`config.mk`:
```
export PLATFORM = sky130hd
export DESIGN_NAME = adam_sqrt_pipe
export DESIGN_NICKNAME = d
export VERILOG_FILES = /design/src/sv/adam_sqrt_pipe.sv
export SDC_FILE = /design/constraint.sdc
export NUM_CORES = 2
export LEC_CHECK = 0
export BUFFER_PORTS_ARGS = -buffer_cell sky130_fd_sc_hd__buf_2
export CAP_MARGIN = 20
export CORE_MARGIN = 3
export CORE_UTILIZATION = 60
export CTS_CLUSTER_SIZE = 24
export DETAILED_ROUTE_END_ITERATION = 7
export PLACE_DENSITY_LB_ADDON = 0.12
export SLEW_MARGIN = 5
export SYNTH_ARGS = -nofsm -noshare
export SYNTH_HDL_FRONTEND = slang
export SYNTH_SLANG_ARGS = --single-unit
```
`constraint.sdc`:
```
create_clock -name clk_i -period 13.55 [get_ports clk_i]
set_input_delay 2.71 -clock clk_i [delete_from_list [all_inputs] [get_ports clk_i]]
set_output_delay 2.71 -clock clk_i [all_outputs]
set_load 0.03 [all_outputs]
```
`src/sv/adam_sqrt_pipe.sv`:
```
// Pipelined digit-by-digit integer square root with sideband pass-through.
`timescale 1ns / 1ps
module adam_sqrt_pipe #(
  parameter int XW  = 56,
  parameter int BPS = 4,
  parameter int SW  = 8
) (
  input  logic            clk_i,
  input  logic            rst_ni,
  input  logic            en_i,
  input  logic            valid_i,
  input  logic [XW-1:0]   x_i,
  input  logic [SW-1:0]   side_i,
  output logic            valid_o,
  output logic [XW/2-1:0] root_o,
  output logic [SW-1:0]   side_o
);

  localparam int RW   = XW / 2;
  localparam int NSTG = (RW + BPS - 1) / BPS;

  logic [RW+1:0] rem_q  [NSTG+1];
  logic [RW-1:0] root_q [NSTG+1];
  logic [XW-1:0] xs_q   [NSTG+1];
  logic          vld_q  [NSTG+1];
  logic [SW-1:0] side_q [NSTG+1];

  always_ff @(posedge clk_i or negedge rst_ni) begin
    if (!rst_ni) begin
      vld_q[0] <= 1'b0;
    end else if (en_i) begin
      vld_q[0] <= valid_i;
    end
  end

  always_ff @(posedge clk_i) begin
    if (en_i) begin
      rem_q[0]  <= '0;
      root_q[0] <= '0;
      xs_q[0]   <= x_i;
      side_q[0] <= side_i;
    end
  end

  for (genvar s = 1; s <= NSTG; s++) begin : g_stg
    logic [RW+1:0] rem_d;
    logic [RW-1:0] root_d;
    logic [XW-1:0] xs_d;

    // Bring down two bits per step and try the next root bit
    always_comb begin
      logic [RW+3:0] t;
      logic [RW+3:0] trial;
      rem_d  = rem_q[s-1];
      root_d = root_q[s-1];
      xs_d   = xs_q[s-1];
      for (int j = 0; j < BPS; j++) begin
        if ((s - 1) * BPS + j < RW) begin
          t     = {rem_d, xs_d[XW-1:XW-2]};
          xs_d  = {xs_d[XW-3:0], 2'b00};
          trial = {2'b00, root_d, 2'b01};
          if (t >= trial) begin
            t      = t - trial;
            root_d = {root_d[RW-2:0], 1'b1};
          end else begin
            root_d = {root_d[RW-2:0], 1'b0};
          end
          rem_d = t[RW+1:0];
        end
      end
    end

    always_ff @(posedge clk_i or negedge rst_ni) begin
      if (!rst_ni) begin
        vld_q[s] <= 1'b0;
      end else if (en_i) begin
        vld_q[s] <= vld_q[s-1];
      end
    end

    always_ff @(posedge clk_i) begin
      if (en_i) begin
        rem_q[s]  <= rem_d;
        root_q[s] <= root_d;
        xs_q[s]   <= xs_d;
        side_q[s] <= side_q[s-1];
      end
    end
  end

  assign valid_o = vld_q[NSTG];
  assign root_o  = root_q[NSTG];
  assign side_o  = side_q[NSTG];

endmodule

```
# ---- Word-level counts from Yosys, hierarchy flattened
# Memories as Yosys holds them, arrays and structs flattened.
# Cells that the tools add are included.
dict set report word_totals {
  regBits 8
  ram_bits 976
  out_inout_bits 37
  elab_cells 126
  n_memories 4
}
dict set report op_classes {
  n_addsub 28
  n_lt_le_gt_ge 28
  mux 58
}
# name words word_bits rd rd_ports_with_merged_regs write_ports line
set mem_list {}
lappend mem_list {xs_q 8 56 7 0 8 24} ;# logic [XW-1:0] xs_q [NSTG+1];
lappend mem_list {rem_q 8 30 7 0 8 22} ;# logic [RW+1:0] rem_q [NSTG+1];
lappend mem_list {root_q 8 28 8 0 8 23} ;# logic [RW-1:0] root_q [NSTG+1];
lappend mem_list {side_q 8 8 8 0 8 26} ;# logic [SW-1:0] side_q [NSTG+1];
# cell count
set ops {}
lappend ops {{$ge 32x30->1} 28}
lappend ops {{$mux 30} 28}
lappend ops {{$sub 30x30->30} 28}
lappend ops {{$mux 1} 30}

# ---- Logic depth before layout (Yosys ltp)
# An unclocked memory read counts as a cell.
dict set report depth {
  depth_word 9
  mapped_depth 63
  mapped_depth_nobuf 57
}

# ---- Worst setup path before layout
# No wires, ideal clock.
dict set report synth_timing {
  path_kind {flip-flop to flip-flop}
  from {mem root_q[1][43] in the netlist's numbering}
  to {mem rem_q[6][11] in the netlist's numbering, data pin}
  setup_ns 0.260
  arrival_time_ns 11.557
  t_required_ns 13.290
  path_slack_ns 1.733
  path_stages_with_launch 55
  path_buffers 9
  path_cell_list {edfxtp_1 > inv_1 > ha_1 > or4bb_1 > or4_1 > o41a_1 > nand2_1 > inv_1 > clkbuf_1 > clkbuf_1 > buf_1 > nor2_1 > nor2_1 > ha_1 > a21oi_1 > o21ai_0 > a21oi_1 > o21ai_0 > (+19 left out) > o41a_1 > nand4_1 > a21oi_1 > nand4_1 > clkbuf_1 > buf_1 > a21oi_1 > ha_1 > and3_1 > and2_1 > a21boi_0 > o21ai_0 > a2111oi_0 > and3_1 > buf_2 > inv_1 > buf_4 > mux2_2}
}
# item line
set synth_rtl {}
lappend synth_rtl {{from (decl)} 23}
lappend synth_rtl {{to (decl)} 22}

==> results.py <==
metrics = {
    "run_status": {
        "outcome": "complete, no violations",
    },
    "critical_path": {
        "cpMaxStageDelayCell": "ha_1",
        "reg2reg_from": "root_q[1][9]",
        "crit_required_ps": 13930,
        "end_kind": "flop",
        "path_max_fanout": 29,
        "crit_path_start_kind": "flop",
        "path_class": "flop to flop",
        "critPathMaxStageDelay_ps": 490,
        "ff2ff_path_depth": 47,
        "reg2reg_to": "rem_q[5][17]",
        "worstPathArrival_ps": 13370,
        "rrSetupSlack_ps": 560,
    },
    "yosys": {
        "synth.distinct_cells": 117,
        "synthArstFlopShare_pct": 1.36,
        "synthTopCellsByArea": "edfxtp_1, ha_1, xnor2_1",
        "synth_warnings": 0,
        "synth_edf_count": 580,
        "synth_top_cell_by_area": "edfxtp_1",
        "netlist_area_sq_um": 53000,
        "ys_ff_latch": 588,
        "syn_avg_cell_area_sq_um": 8.82,
        "ys_seq_area_share_pct": 33.2,
        "synthFlopType": "edfxtp_1",
        "synthTopCellsByCount": "edfxtp_1, nand2_1, a21oi_1",
        "synthCells": 6013,
        "netlist.area_leader.share_pct": 32.8,
        "synth.most_common_cell": "edfxtp_1",
    },
    "job": {
        "maxCapViolCount": 0,
    },
    "cts": {
        "cts.clk_slew.worst_paths_ps": 60,
        "ctsRootBufferMaster": "clkbuf_16",
        "clock_latency_ps": 660,
        "cts_buffer_depth": 3,
        "cts_tree": "built",
        "cts_sinks": 588,
        "numCtsBuffers": 70,
        "htreeDepth": 3,
        "cts_hold_buffers": 0,
    },
    "drt": {
        "vias": 47141,
        "vias_per_cell": 6.49,
        "routed_wl_mm": 158,
        "wl_per_cell_um": 21.8,
        "dr.pass1.iters": 8,
        "drtIter0Drc": 4823,
        "drc": 0,
        "ant_nets": 0,
    },
    "hold_path": {
        "worstHoldEndpoint": "xs_q[4][33]",
        "holdPathStages": 0,
        "holdCritStartpoint": "xs_q[3][25]",
        "hold_path.class": "flop to flop",
    },
    "timing": {
        "slew_viol_final": 0,
        "fin_skew_ps": 34.2,
        "setup_viol": 0,
        "slew_headroom_pct": 30.2,
        "period_minus_slack_ps": 12990,
        "fmax_mhz": 77.0,
        "final_hold_viol_count": 0,
        "min_period_over_period_pct": 95.9,
        "worst_hold_slack_ps": 414,
        "worstMarginPinSlew_ps": 1030,
    },
    "floorplan": {
        "die-area_sq_um": 92000,
        "core-area_sq_um": 87200,
        "die_y_um": 303,
        "dieWidth_um": 303,
        "fp-row-count": 108,
        "start_util_pct": 60.9,
        "ios": 105,
    },
    "grt": {
        "grt_first_pass_wirelength_mm": 245,
        "grt_usage_pct": 33.5,
        "grt_max_degree": 183,
        "antenna_found_initial": 0,
        "grt.overflow.total": 0,
        "first_global_vias": 44258,
    },
    "placed_design": {
        "dp.cells": 7127,
        "place_area_sq_um": 54600,
        "io_buffers": 104,
        "hpwl_mm": 123,
        "globalplace.congestion": 1.02,
    },
    "layout": {
        "final_cell_area_sq_um": 57000,
        "layout-drive-gt1-share_pct": 7.68,
        "layout.cells.non_filler": 7259,
        "layout.nets": 6550,
        "area_growth_syn_to_layout_pct": 7.48,
    },
    "power": {
        "power_density_nw_per_um2": 253,
        "intPower_mw": 7.36,
        "pwr-share-clk_pct": 13.3,
        "peakVddDrop_mv": 0.345,
        "p_comb_share_pct": 67.2,
        "switching_share_pct": 48.9,
        "total_leakage_power_nw": 23.0,
        "switching_power_mw": 7.06,
        "pwr-share-seq_pct": 19.5,
    },
}
power groups by stage:
stage | clock [mW] | sequential, mW | combinational (mW)
6_report | 1.92 | 2.81 | 9.69
3_5_place_dp | 0 | 2.83 | 9.39
4_1_cts | 1.96 | 2.80 | 9.47
5_1_grt | 2.03 | 2.83 | 10.6
3_3_place_gp | 0 | 2.83 | 9.28
2_1_floorplan | 0 | 2.67 | 7.12
area by class of cell:
| cell class | instances | area [sq um] |
|---|---|---|
| inverter | 291 | 1110 |
| multi-input combinational | 4944 | 33600 |
| antenna | 1 | 2.50 |
| fill | 7350 | 30100 |
| timing repair buffer | 153 | 923 |
| clock buffer | 79 | 1810 |
| clock inverter | 48 | 558 |
| sequential | 588 | 17600 |
| tap | 1155 | 1450 |
worst max-delay path: cells and delay by family, from the launching register on:
kind,cells,cell delay [ps]
xor+xnor,2,340
fa+ha+maj,4,1620
buf+inv,4,1200
simple gates,12,2330
compound gates,25,6750
flops,1,470
sequential cells by signal, indices dropped and copies added (netlist names):
name     count
rem_q      180
valid_o      1
root_q     112
side_q      64
vld_q        7
xs_q       224
metal layers:
layer | GRT usage (%) | up-vias | routed length, um
li1 | - | 22629 | -
met1 | 44.0 | 22252 | 66900
met4 | 14.3 | 0 | 7320
met5 | 0 | - | 0
met2 | 55.7 | 1880 | 73700
met3 | 4.24 | 380 | 10200
cell families after synthesis:
group                      count (synthesis)  synth area share, %
other                                      1              0.00707
adders and majority gates                434                 10.2
xor gates and xnor gates                 547                 9.05
DFF                                      588                 33.2
muxes                                    107                 2.20
and+or+nand+nor                         2103                 20.2
buffers and inverters                    482                 3.60
AOI/OAI and AO/OA                       1751                 21.5
worst max path at each step:
stage                        startpoint           end  slack (ps)  cells after the start
final                      root_q[1][9]  rem_q[5][17]         560                     47
after global routing      root_q[0][95]   rem_q[4][6]         -50                     45
after CTS                  root_q[1][9]  rem_q[5][15]         150                     46
after detailed placement   root_q[1][9]  rem_q[5][15]         -20                     45
after global placement     root_q[1][9]  rem_q[5][15]          -6                     46
after floorplan           root_q[1][43]  rem_q[6][11]        1730                     54
cell usage in the layout, fill, tap and decap left out, types with 122 or more instances in the layout:
cell      count
o21ai_0     338
a21o_1      193
nand4_1     122
xnor2_1     376
a21oi_1     529
nor2_1      518
edfxtp_1    580
inv_1       279
ha_1        434
nor3_1      157
nand3_1     166
nand2_1     533
xor2_1      170
what timing repair did:
action                                  CTS  global route
buffers inserted                          0             4
gates resized for setup                   1            11
endpoints found under the setup margin    3            58
endpoints found under the hold margin     0             0
pin swaps                                 0             1
per-stage QoR:
stage	total power, mW	TNS, ps	utilization (%)	setup WS (ps)
finish	14.4	0	65.4	557
global route	15.4	-130	65.4	-45.7
CTS	14.2	0	65.4	147
floorplan	9.79	0	-	1730
global placement	12.1	-5.73	62.6	-5.73
detailed placement	12.2	-16.9	62.6	-16.9
Power figures use the tool's default switching activity.
