===== src/sv/adam_div_pipe.sv =====
// Pipelined restoring divider with overflow flag and sideband pass-through.
`timescale 1ns / 1ps
module adam_div_pipe #(
  parameter int NW  = 56,
  parameter int DW  = 25,
  parameter int QW  = 32,
  parameter int BPS = 4,
  parameter int SW  = 8
) (
  input  logic          clk_i,
  input  logic          rst_ni,
  input  logic          en_i,
  input  logic          valid_i,
  input  logic [NW-1:0] num_i,
  input  logic [DW-1:0] den_i,
  input  logic [SW-1:0] side_i,
  output logic          valid_o,
  output logic [QW-1:0] quo_o,
  output logic          ovf_o,
  output logic [SW-1:0] side_o
);

  localparam int NSTG = (QW + BPS - 1) / BPS;

  logic [DW-1:0] rem_q  [NSTG+1];
  logic [QW-1:0] nlo_q  [NSTG+1];
  logic [QW-1:0] quo_q  [NSTG+1];
  logic [DW-1:0] den_q  [NSTG+1];
  logic          ovf_q  [NSTG+1];
  logic          vld_q  [NSTG+1];
  logic [SW-1:0] side_q [NSTG+1];

  logic [DW-1:0] hi_d;
  logic          ovf_d;

  // Quotient fits in QW bits only while the upper numerator stays below the divisor
  assign hi_d  = DW'(num_i >> QW);
  assign ovf_d = (hi_d >= den_i);

  always_ff @(posedge clk_i or negedge rst_ni) begin
    if (!rst_ni) begin
      vld_q[0] <= 1'b0;
    end else if (en_i) begin
      vld_q[0] <= valid_i;
    end
  end

  always_ff @(posedge clk_i) begin
    if (en_i) begin
      rem_q[0]  <= ovf_d ? '0 : hi_d;
      nlo_q[0]  <= num_i[QW-1:0];
      quo_q[0]  <= '0;
      den_q[0]  <= den_i;
      ovf_q[0]  <= ovf_d;
      side_q[0] <= side_i;
    end
  end

  for (genvar s = 1; s <= NSTG; s++) begin : g_stg
    logic [DW-1:0] rem_d;
    logic [QW-1:0] nlo_d;
    logic [QW-1:0] quo_d;

    // Shift in one numerator bit per step, subtract when it fits
    always_comb begin
      logic [DW:0] t;
      rem_d = rem_q[s-1];
      nlo_d = nlo_q[s-1];
      quo_d = quo_q[s-1];
      for (int j = 0; j < BPS; j++) begin
        if ((s - 1) * BPS + j < QW) begin
          t     = {rem_d, nlo_d[QW-1]};
          nlo_d = {nlo_d[QW-2:0], 1'b0};
          if (t >= {1'b0, den_q[s-1]}) begin
            t     = t - {1'b0, den_q[s-1]};
            quo_d = {quo_d[QW-2:0], 1'b1};
          end else begin
            quo_d = {quo_d[QW-2:0], 1'b0};
          end
          rem_d = t[DW-1:0];
        end
      end
    end

    always_ff @(posedge clk_i or negedge rst_ni) begin
      if (!rst_ni) begin
        vld_q[s] <= 1'b0;
      end else if (en_i) begin
        vld_q[s] <= vld_q[s-1];
      end
    end

    always_ff @(posedge clk_i) begin
      if (en_i) begin
        rem_q[s]  <= rem_d;
        nlo_q[s]  <= nlo_d;
        quo_q[s]  <= quo_d;
        den_q[s]  <= den_q[s-1];
        ovf_q[s]  <= ovf_q[s-1];
        side_q[s] <= side_q[s-1];
      end
    end
  end

  assign valid_o = vld_q[NSTG];
  assign quo_o   = quo_q[NSTG];
  assign ovf_o   = ovf_q[NSTG];
  assign side_o  = side_q[NSTG];

endmodule


===== config.mk =====
export PLATFORM = sky130hd
export DESIGN_NAME = adam_div_pipe
export DESIGN_NICKNAME = d
export VERILOG_FILES = /design/src/sv/adam_div_pipe.sv
export SDC_FILE = /design/constraint.sdc
export NUM_CORES = 2
export LEC_CHECK = 0
export BUFFER_PORTS_ARGS = -buffer_cell sky130_fd_sc_hd__buf_4
export CAP_MARGIN = 20
export CORE_UTILIZATION = 50
export CTS_BUF_LIST = sky130_fd_sc_hd__clkbuf_16
export CTS_CLUSTER_SIZE = 20
export DETAILED_ROUTE_END_ITERATION = 12
export HOLD_SLACK_MARGIN = 0.15
export PLACE_DENSITY = 0.68
export SYNTH_ARGS = -nofsm -noshare
export SYNTH_HDL_FRONTEND = slang
export SYNTH_SLANG_ARGS = --single-unit

===== constraint.sdc =====
create_clock -name clk_i -period 11.9 [get_ports clk_i]
set_input_delay 2.38 -clock clk_i [delete_from_list [all_inputs] [get_ports clk_i]]
set_output_delay 2.38 -clock clk_i [all_outputs]
set_load 0.01 [all_outputs]

Word level (Yosys, flattened, before mapping)

Memories as Yosys holds them, arrays and structs flattened.
Index checks and enable logic that the tools add are counted.

Bits in registers: 9
Memories kept: 6
Input port bits: 93
Output and inout port bits: 42
Memory bits (writable): 1107
Memory bits (read-only): 0
Bits in latches: 0
Word-level logic and storage cells: 147

Reductions and logical operators: 0
Divide/modulo/power cells: 0
Add/subtract/negate cells: 32
Shift operators: 0
Multiplexer cells: 67
Bitwise operators: 0
Order comparisons: 33
Eq/ne operators: 0
Multiply operators: 0

Memory list:

| name   | words | bits a word | rd ports | clocked after memory_dff | write ports | line | text |
|---|---|---|---|---|---|---|---|
| nlo_q  | 9     | 32          | 8        | 0                        | 9           | 26   | `logic [QW-1:0] nlo_q [NSTG+1];` |
| quo_q  | 9     | 32          | 9        | 0                        | 9           | 27   | `logic [QW-1:0] quo_q [NSTG+1];` |
| den_q  | 9     | 25          | 8        | 0                        | 9           | 28   | `logic [DW-1:0] den_q [NSTG+1];` |
| rem_q  | 9     | 25          | 8        | 0                        | 9           | 25   | `logic [DW-1:0] rem_q [NSTG+1];` |
| side_q | 9     | 8           | 9        | 0                        | 9           | 31   | `logic [SW-1:0] side_q [NSTG+1];` |
| ovf_q  | 9     | 1           | 9        | 0                        | 9           | 29   | `logic ovf_q [NSTG+1];` |

Operators by type and width:

| kind                                                           | count |
|---|---|
| 26-bit by 25-bit greater-or-equal comparator with 1-bit output | 32 |
| 25-bit 2-to-1 mux                                              | 32 |
| 25-bit subtractor                                              | 32 |
| 1-bit 2-to-1 mux                                               | 34 |
| 24-bit by 25-bit greater-or-equal comparator with 1-bit output | 1 |
| 24-bit 2-to-1 mux                                              | 1 |

Logic depth before layout (Yosys ltp)

An unclocked memory read counts as a cell.

Depth after elaboration: 9
Depth in mapped cells: 60
Gate-level depth less buffers: 53

Worst setup path before layout

No wires, ideal clock.

Kind: register to register
Start point: memory den_q[1][1] (netlist: den_q[0][26])
End point: memory rem_q[2][6] (netlist: rem_q[0][56]), data pin
Arrival time: 12020 ps
Library setup time: 278 ps
Required time: 11622 ps
Period minus slack after synthesis: 12298 ps
Buffers on the path: 8
Stages on the path, launching flop included: 56
Setup slack: -398 ps
Path through: edfxtp_1 -> inv_1 -> fa_1 -> a211oi_1 -> o21ai_0 -> a31oi_1 -> a21oi_1 -> o211ai_1 -> and2_1 -> clkbuf_1 -> inv_1 -> clkbuf_1 -> clkbuf_1 -> nor2_1 -> a21oi_1 -> ha_1 -> nand2_1 -> nor2_1 -> (+20 left out) -> nand2_1 -> clkbuf_1 -> nor2_1 -> a21oi_1 -> fa_1 -> a21oi_1 -> o21bai_1 -> a21oi_1 -> o21ai_0 -> a2111oi_0 -> o31ai_1 -> o21a_1 -> a41o_1 -> o21a_1 -> a211o_1 -> nand2_1 -> clkbuf_1 -> o221ai_1

RTL lines:

| what            | line |
|---|---|
| start, declared | 28 |
| end, declared   | 25 |

==> out/summary.txt <==
Worst Setup Start Kind -> register
Max Clk Rate -> 0.08669 GHz
sequential share of the synthesized area -> 32.68%
worst hold path depth -> 0
required time worst endpoint -> 12.34 ns
min-delay src -> quo_q[0][160]$_DFFE_PP_
dpl hpwl -> 179,000 µm
GRT Total Usage -> 29.17%
CTS Buffer Depth -> 3
critical path's slowest cell -> or4_4
slack of the worst reg-to-reg path -> 0.37 ns
Yosys reg bits -> 777
Arr. time, crit path -> 11.98 ns
Crit path max-delay family -> compound AO/OA/AOI/OAI gates
Port Buffers -> 134
initial antenna violation count -> 8
Yosys cell types -> 110
wire length per cell -> 20.46 µm
crit end category -> register
clk_lat worst skew -> 0.71 ns
Antenna Violating Nets Remaining -> 0
Die ar. -> 0.1440 mm²
vias per cell -> 5.847
share of cells above drive strength 1 -> 20.97%
DRT iter0 DRCs -> 4,157
Reg-to-Reg Start -> nlo_q[0][127]$_DFFE_PP_
worst hold-check path type -> reg2reg
Initial DRT Pass Iterations -> 8
# fillers -> 12,122
max incr delay on CP -> 0.51 ns
grt ovf -> 0
Critical path buffers and inverters -> 7
Worst-path clk slew -> 0.07 ns
r2r endpoint -> rem_q[0][107]$_DFFE_PP_
Post-synth EDFFs -> 768
post-synth top area cell -> edfxtp_1
area share of the leading cell type in the synthesized netlist -> 32.36%
die width -> 379.5 µm
routability cong. -> 0.9870
Max Cap Viol -> 0
Min-Delay Endpoint -> quo_q[0][196]$_DFFE_PP_
final setup fails -> 0
largest net degree at the start of global routing -> 133
Residual DRC -> 0
Mapped Cells -> 7,632
reg2reg path depth -> 52
CP max FO -> 6
Post-synth ARST share -> 1.158%
total core area -> 0.1414 mm²
register area -> 0.02329 mm²
Mapped Avg Cell Area -> 9.337 µm²
vias in the first global route -> 60,625
top cells by area, synth -> edfxtp_1 32%, ha_1 14%, a21oi_1 5.2%
Fin. Hold Viols -> 0
Starting Density -> 50.39%
Crit Path Category -> reg2reg
crit path time final -> 11.53 ns
run status -> completed
detailed-route via count -> 62,648
footprint of the multi-input gates -> 0.04619 mm²
Total Nets Final -> 9,696
Mapped Area -> 0.07126 mm²
Total Wirelength -> 219,200 µm
first-pass GRT wire length -> 333,400 µm
Layout Skew -> 0.04536 ns
Final Max Slew Viols -> 0
num ports -> 135
Rows -> 138
Crit path top cell by count -> a21o_1
H-tree Lvls -> 3
Chip Height -> 379.5 µm
RSZ-0062 raised after global routing -> true
synth warn -> 0
Num CTS Buffers -> 87
main flop type after synthesis -> edfxtp_1
Worst-Margin Slew -> 1.018 ns
CTS Hold Bufs -> 0
Period Utilization, post-route -> 96.93%
Worst slew margin -> 32.11%
Final TNS setup -> 0 ns
Area Growth Syn to Fin -> 20.66%
CTS tree -> built
Net Count, Synth -> 8,580
CTS sink count -> 777
Final Util -> 60.80%
Root Buffer -> clkbuf_16
==> cells in the mapped netlist, types with 51 or more instances <==
cell type    n
a31oi_1     63
and3_1      52
nand4_1    103
o31ai_1     60
clkbuf_1   101
o21ai_0    475
a21o_1     304
o21bai_1    89
nand2b_1   117
o21a_1     119
a21oi_1    736
nand3_1    178
and2_1      51
edfxtp_1   768
a211oi_1    62
nor2_1     517
mux2_2     244
inv_1      508
nand2_1    524
ha_1       824
xnor2_1    411
mux2i_1     65
nor2b_1    130
nor3_1     117
xor2_1     214
==> layer usage <==
metal	GRT usage (%)	share of wire, %
met1	37.51	43
met2	49.51	47
met3	2.917	5.0
met4	13.00	4.7
met5	0	0
==> stage by stage <==
step	cell area (µm²)	std cells	worst slack (ns)	hold WS, ns
2_1_floorplan	71280	7632	0.006823	0.4003
3_3_place_gp	81590	10487	-0.5397	0.4005
3_5_place_dp	81590	10487	-0.5605	0.4045
4_1_cts	84600	10653	0.007947	0.3939
5_1_grt	85980	10714	-0.08946	0.4132
6_report	85980	10715	0.3651	0.3981
==> sequential cells by signal, indices dropped and copies added, names as in the netlist <==
signal / flops
vld_q: 8
ovf_q: 9
quo_q: 144
valid_o: 1
side_q: 72
rem_q: 199
den_q: 200
nlo_q: 144
==> worst max-delay path by stage <==
stage | startpoint | to | slack (ns) | cells past startpoint
detailed placement | den_q[0][11]$_DFFE_PP_ | rem_q[0][48]$_DFFE_PP_ | -0.56 | 46
finish | nlo_q[0][127]$_DFFE_PP_ | rem_q[0][107]$_DFFE_PP_ | 0.37 | 52
floorplan | nlo_q[0][127]$_DFFE_PP_ | rem_q[0][117]$_DFFE_PP_ | 0.007 | 56
CTS | nlo_q[0][31]$_DFFE_PP_ | rem_q[0][48]$_DFFE_PP_ | 0.008 | 48
global placement | den_q[0][3]$_DFFE_PP_ | rem_q[0][48]$_DFFE_PP_ | -0.54 | 44
global route | den_q[0][111]$_DFFE_PP_ | rem_q[0][148]$_DFFE_PP_ | -0.09 | 52
==> cells by family (layout without fill, tap and decap cells) <==
logic type | Yosys count | in the layout | share of synthesized area [%]
fa+ha+maj | 855 | 855 | 15.34
buf+inv | 679 | 1866 | 3.773
other cells | 0 | 4 | 0
compound gates | 2347 | 2347 | 21.26
simple gates | 1981 | 1983 | 13.45
xor+xnor | 625 | 625 | 7.682
flops | 777 | 777 | 32.68
mux | 368 | 368 | 5.817
==> layout make-up <==
| class | count | area share [%] |
|---|---|---|
| multi-input cells | 6178 | 53.72 |
| clock buffers | 87 | 2.532 |
| flip-flops and latches | 777 | 27.08 |
| well taps | 1890 | 2.750 |
| diodes | 4 | 0.01164 |
| repair buffers | 1183 | 10.78 |
| clock inverters | 75 | 0.8251 |
| inverters | 521 | 2.299 |
==> timing repair <==
action	in CTS	in global routing
gates cloned	1	7
gates resized for setup	24	201
pin swaps	8	56
setup buffers	3	52
setup endpoints to repair	100	183
==> placed cells by master, fill, tap and decap left out, types with 41 or more instances in the layout <==
cell       instances
a31oi_1           61
xnor2_1          411
ha_1             808
a221o_1           41
nor2b_1          130
o211ai_1          46
nor2_1           512
clkbuf_16         92
edfxtp_1         768
a21o_1           304
mux2_2           240
nor3_1           113
o21bai_1          88
buf_4           1146
and3_1            51
nand4_1          103
mux2i_1           60
nand2_1          522
xor2_1           214
and2_1            50
nand2b_1         116
o21a_1           119
nand3_1          177
a21oi_1          706
o31ai_1           49
o21ai_0          440
a211oi_1          54
inv_1            510
or3_1             41
Power is left out: the tool's default activity adds up to more than one toggle a clock period on the data nets, which glitch-free logic cannot reach.
